**src/design/e2q_pkg.sv**
```systemverilog
// e2q_pkg: shared constants and types for the euler_to_quaternion block
// cordic arctangent table, gain and angle limits in q.30; no dependencies
package e2q_pkg;

  localparam int unsigned AtanEntries = 24;
  localparam int unsigned Qw = 34;  // cordic datapath width (q.30 with headroom)

  localparam logic signed [Qw-1:0] GainQ30    = 34'sd652032874;
  localparam logic signed [Qw-1:0] PiQ30      = 34'sd3373259426;
  localparam logic signed [Qw-1:0] HalfPiQ30  = 34'sd1686629713;

  typedef logic signed [Qw-1:0] cq_t;

  typedef struct packed {
    cq_t  x;
    cq_t  y;
    cq_t  z;
    logic flip;
  } cordic_lane_t;

  function automatic cq_t atan_q30(input logic [4:0] idx);
    cq_t v;
    unique case (idx)
      5'd0:  v = 34'sh03243F6A8;
      5'd1:  v = 34'sh01DAC6705;
      5'd2:  v = 34'sh00FADBAFC;
      5'd3:  v = 34'sh007F56EA6;
      5'd4:  v = 34'sh003FEAB76;
      5'd5:  v = 34'sh001FFD55B;
      5'd6:  v = 34'sh000FFFAAA;
      5'd7:  v = 34'sh0007FFF55;
      5'd8:  v = 34'sh0003FFFEA;
      5'd9:  v = 34'sh0001FFFFD;
      5'd10: v = 34'sh0000FFFFF;
      5'd11: v = 34'sh00007FFFF;
      5'd12: v = 34'sh00003FFFF;
      5'd13: v = 34'sh00001FFFF;
      5'd14: v = 34'sh00000FFFF;
      5'd15: v = 34'sh000007FFF;
      5'd16: v = 34'sh000003FFF;
      5'd17: v = 34'sh000001FFF;
      5'd18: v = 34'sh000000FFF;
      5'd19: v = 34'sh0000007FF;
      5'd20: v = 34'sh0000003FF;
      5'd21: v = 34'sh0000001FF;
      5'd22: v = 34'sh0000000FF;
      5'd23: v = 34'sh00000007F;
      default: v = '0;
    endcase
    return v;
  endfunction

endpackage

```
**src/design/e2q_cordic_cell.sv**
```systemverilog
// e2q_cordic_cell: one rotation-mode cordic iteration for the three angle lanes
// depends on e2q_pkg
module e2q_cordic_cell #(
  parameter int unsigned STAGE = 0
) (
  input  logic                    clk,
  input  logic                    en,
  input  e2q_pkg::cordic_lane_t   lane_in  [3],
  output e2q_pkg::cordic_lane_t   lane_out [3]
);
  import e2q_pkg::*;

  localparam logic [4:0] Idx = 5'(STAGE);

  cordic_lane_t lane_nxt [3];
  cordic_lane_t lane_r   [3];

  always_comb begin
    for (int k = 0; k < 3; k++) begin
      lane_nxt[k].flip = lane_in[k].flip;
      if (!lane_in[k].z[Qw-1]) begin
        lane_nxt[k].x = lane_in[k].x - (lane_in[k].y >>> STAGE);
        lane_nxt[k].y = lane_in[k].y + (lane_in[k].x >>> STAGE);
        lane_nxt[k].z = lane_in[k].z - atan_q30(Idx);
      end else begin
        lane_nxt[k].x = lane_in[k].x + (lane_in[k].y >>> STAGE);
        lane_nxt[k].y = lane_in[k].y - (lane_in[k].x >>> STAGE);
        lane_nxt[k].z = lane_in[k].z + atan_q30(Idx);
      end
    end
  end

  always_ff @(posedge clk) begin
    if (en) begin
      lane_r <= lane_nxt;
    end
  end

  assign lane_out = lane_r;
endmodule

```
**config.mk**
```make
export PLATFORM = sky130hd
export DESIGN_NAME = e2q_cordic_cell
export DESIGN_NICKNAME = d
export VERILOG_FILES = /design/src/design/e2q_pkg.sv /design/src/design/e2q_cordic_cell.sv
export SDC_FILE = /design/constraint.sdc
export NUM_CORES = 1
export LEC_CHECK = 0
export ABC_CLOCK_PERIOD_IN_PS = 5700
export BUFFER_PORTS_ARGS = -buffer_cell sky130_fd_sc_hd__buf_2
export CAP_MARGIN = 20
export CORE_MARGIN = 10
export CORE_UTILIZATION = 57
export DETAILED_ROUTE_END_ITERATION = 7
export MAX_ROUTING_LAYER = met4
export PLACE_DENSITY = 0.82
export SLEW_MARGIN = 15
export SYNTH_ARGS = -nofsm -noshare
export SYNTH_HDL_FRONTEND = slang
export SYNTH_SLANG_ARGS = --single-unit
export TNS_END_PERCENT = 100
```
**constraint.sdc**
```tcl
create_clock -name clk -period 5.7 [get_ports clk]
set_clock_uncertainty 0.05 [all_clocks]
set_input_delay 1.14 -clock clk [delete_from_list [all_inputs] [get_ports clk]]
set_output_delay 1.14 -clock clk [all_outputs]
set_load 0.02 [all_outputs]
```
==> impl_results.md <==
- Status: complete, no violations
- Initial Util: 0.5778
- Final ANT Viol Nets: 0
- Worst-margin pin slew: around 1.1 ns
- Slew Limit Fails: 0
- CP Max Fanout: 5
- Unique cell type count in the Yosys netlist: 86
- Critical path's largest stage delay: a little under 0.5 ns
- GRT Util Overall: 0.3663
- Vias: roughly 30000
- Chip Width: between 200 and 300 µm
- Crit. End Element: flop
- DRT Pass-1 Iters: 8
- Slowest CP cell: a311oi_1
- YS warnings: 0
- Die area: roughly 63000 µm²
- Max FFs per register: ~310
- Layout cells sized above 1: 0.1802
- Syn Nets: 4262
- CP top delay family: compound AO/OA/AOI/OAI gates
- CTS max path bufs: 3
- Multi-input gate area: 19440 µm²
- Normalized max-slew margin: 0.2336
- Synth-to-layout area growth: 16.56%
- Nets: between 4000 and 5000
- Total Wirelength: between 100 and 150 mm
- Pin count of the biggest net entering global routing: roughly 110
- H-tree Lvls: 2
- Switching Share: 0.3891
- Initial antenna violation count: 33
- Fmax: 0.2253 GHz
- M1 wire length: around 47 mm
- Hold Slack: between 0.7 and 0.8 ns
- Post-CTS Setup Inserts: 0
- Min-delay worst type: primary input to flop
- Crit. Startpoint: lane_in[172]
- Row count: 84
- Cell Pwr Density: 268.1 nW/µm²
- Post-synth EDFFs: a little over 300
- P_int: just under 6 mW
- Critical path required time: roughly 6.0 ns
- Mapped Area: 30490 µm²
- Register Area: 9189 µm²
- CTS hold repair buffers: 0
- Crit path depth: 14
- Total gr overflow: 0
- WP buf/inv: 2
- Tmin final: ~4.4 ns
- Met3 WL post-DR: roughly 14 mm
- Core box area: 52760 µm²
- Top FF cell, synth: edfxtp_1
- Unrepaired setup endpoints after global routing: false
- Uppermost layer routed: met4
- Fin crit share: 0.7787
- Post-CTS sizing: 0
- Die Ht: around 250 µm
- Worst path most repeated cell: o21ai_0
- Vias in the first global route: 28920
- Final hold violation count: 0
- RD Place Congestion: approximately 1.1
- Final-layout fill cell count: ~4400
- Reg power frac: 0.329
- Initial DRC Count: about 3400
- Avg Inst Size Synth: around 8.6 µm²
- Crit path to: lane_out[202]
- P_leak: ~16 nW
- Root buf cell: clkbuf_16
- Sequential share of the synthesized area: 0.3014
- Worst hold path stage count: 1
- Clock-pin slew on the worst setup and hold paths: around 0.060 ns
- Vias per std cell: roughly 6.3
- Critical path data arrival time: between 4 and 5 ns
- First-pass GRT wire length: 176.2 mm
- Setup TNS Final: 0 ns
- Worst-path cell chain: buf_2 > inv_1 > ha_1 > fa_1 > nor2b_1 > o21ai_0 > a211o_1 > a32oi_1 > a31oi_1 > o211a_1 > a311oi_1 > a2111o_1 > o21ai_0 > xnor2_1
- Post-DP HPWL: ~95 mm
- Routed wl met2: about 53 mm
- Synth async-reset ratio: 0
- Routed length per instance: roughly 24 µm
- Max-cap violations: 0
- Number of remaining DRC errors: 0
- Clock power share: 0.274
- NetSw: 3.707 mW
- TritonCTS clock tree: built
- PortBufs: between 600 and 700
- Clock net sink count: slightly above 300
- Synth Register Bits: 306
- Worst VDD drop: 200.6 µV
- Combinational share of power: 0.398
- IO Pins: 620
- Final Setup Violations: 0
- Post-Syn Instances: between 3000 and 4000
- Crit path kind: primary input to flop
- CTS Buf Count: 38
- Startpoint Class: primary input
[through the flow]
| step | area, µm² | utilization | power (mW) | cells | setup WS, ns |
|---|---|---|---|---|---|
| after floorplan | 30490 | - | 5.508 | 3555 | 1.120 |
| after global placement | 34140 | 0.6471 | 6.819 | 4758 | 0.8604 |
| after detailed placement | 34140 | 0.6471 | 6.838 | 4758 | 0.8265 |
| after CTS | 35460 | 0.6720 | 9.461 | 4828 | 1.403 |
| after global routing | 35530 | 0.6735 | 9.917 | 4859 | 1.062 |
| final | 35540 | 0.6735 | 9.528 | 4860 | 1.262 |
[power by group through the flow]
stage                     clock [mW]  combinational [mW]  sequential [mW]
after floorplan                    0                1.90             3.61
after detailed placement           0                3.68             3.16
after CTS                       2.63                3.71             3.12
after global routing            2.71                4.05             3.15
final                           2.61                3.79             3.13
after global placement             0                3.66             3.15
[cells by family (layout without fill, tap and decap cells)]
group / after synthesis / count (layout) / synth area share
AOI/OAI and AO/OA: 1234 / 1234 / 0.2571
and+or+nand+nor: 820 / 820 / 0.1232
buffers and inverters: 486 / 1071 / 0.06103
adders and majority gates: 396 / 396 / 0.1655
DFF: 306 / 306 / 0.3014
xor gates and xnor gates: 269 / 269 / 0.07728
muxes: 44 / 44 / 0.01449
other: 0 / 32 / 0
[cell usage after synthesis (all sizes together), types with 23 or more instances]
| cell type | number | area share |
|---|---|---|
| a211oi | 38 | 0.0098 |
| a21o | 110 | 0.027 |
| a21oi | 447 | 0.074 |
| a31oi | 45 | 0.0092 |
| buf | 38 | 0.0059 |
| clkbuf | 90 | 0.011 |
| edfxtp | 306 | 0.30 |
| ha | 384 | 0.16 |
| inv | 348 | 0.043 |
| mux2i | 43 | 0.014 |
| nand2 | 166 | 0.020 |
| nand2b | 24 | 0.0049 |
| nand3 | 57 | 0.0094 |
| nand4 | 31 | 0.0064 |
| nor2 | 336 | 0.041 |
| nor2b | 34 | 0.0070 |
| nor3 | 70 | 0.011 |
| o21a | 33 | 0.0081 |
| o21ai | 232 | 0.038 |
| o21bai | 103 | 0.025 |
| o31ai | 37 | 0.0093 |
| or3 | 23 | 0.0049 |
| xnor2 | 222 | 0.064 |
| xor2 | 47 | 0.014 |
[how the worst min path moves through the flow]
| stage | startpoint | to | slack, ns |
|---|---|---|---|
| CTS | lane_in[106] | lane_out[106] | 0.69 |
| finish | lane_in[1] | lane_out[1] | 0.70 |
| floorplan | lane_in[0] | lane_out[0] | 1.19 |
| global route | lane_in[105] | lane_out[105] | 0.69 |
| global placement | lane_in[3] | lane_out[3] | 1.27 |
| detailed placement | lane_in[105] | lane_out[105] | 1.27 |
[routing by layer]
metal / vias up / GRT usage
li1: 13960 / -
met1: 14380 / 0.4564
met2: 1834 / 0.5611
met3: 285 / 0.1017
met4: 0 / 0.1335
met5: - / -
[layout make-up]
| type | count | share of cell area |
|---|---|---|
| Timing Repair Buffer | 643 | 0.09309 |
| Inverter | 358 | 0.03781 |
| Antenna cell | 32 | 0.002253 |
| Multi-Input combinational cell | 2763 | 0.5470 |
| Tap cell | 688 | 0.02422 |
| Clock inverter | 25 | 0.007781 |
| Sequential cell | 306 | 0.2586 |
| Clock buffer | 45 | 0.02929 |
[layout by cell type (no fill, tap or decap), drive strengths merged, types with 38 or more instances in the layout]
master / n
nor3: 70
a21o: 110
nand3: 57
xnor2: 222
xor2: 47
o21bai: 103
clkbuf: 45
mux2i: 43
a21oi: 447
a31oi: 45
nand2: 166
nor2: 336
edfxtp: 306
buf: 643
o21ai: 232
inv: 350
a211oi: 38
ha: 384
No activity file was read; power rests on OpenSTA's default activity.
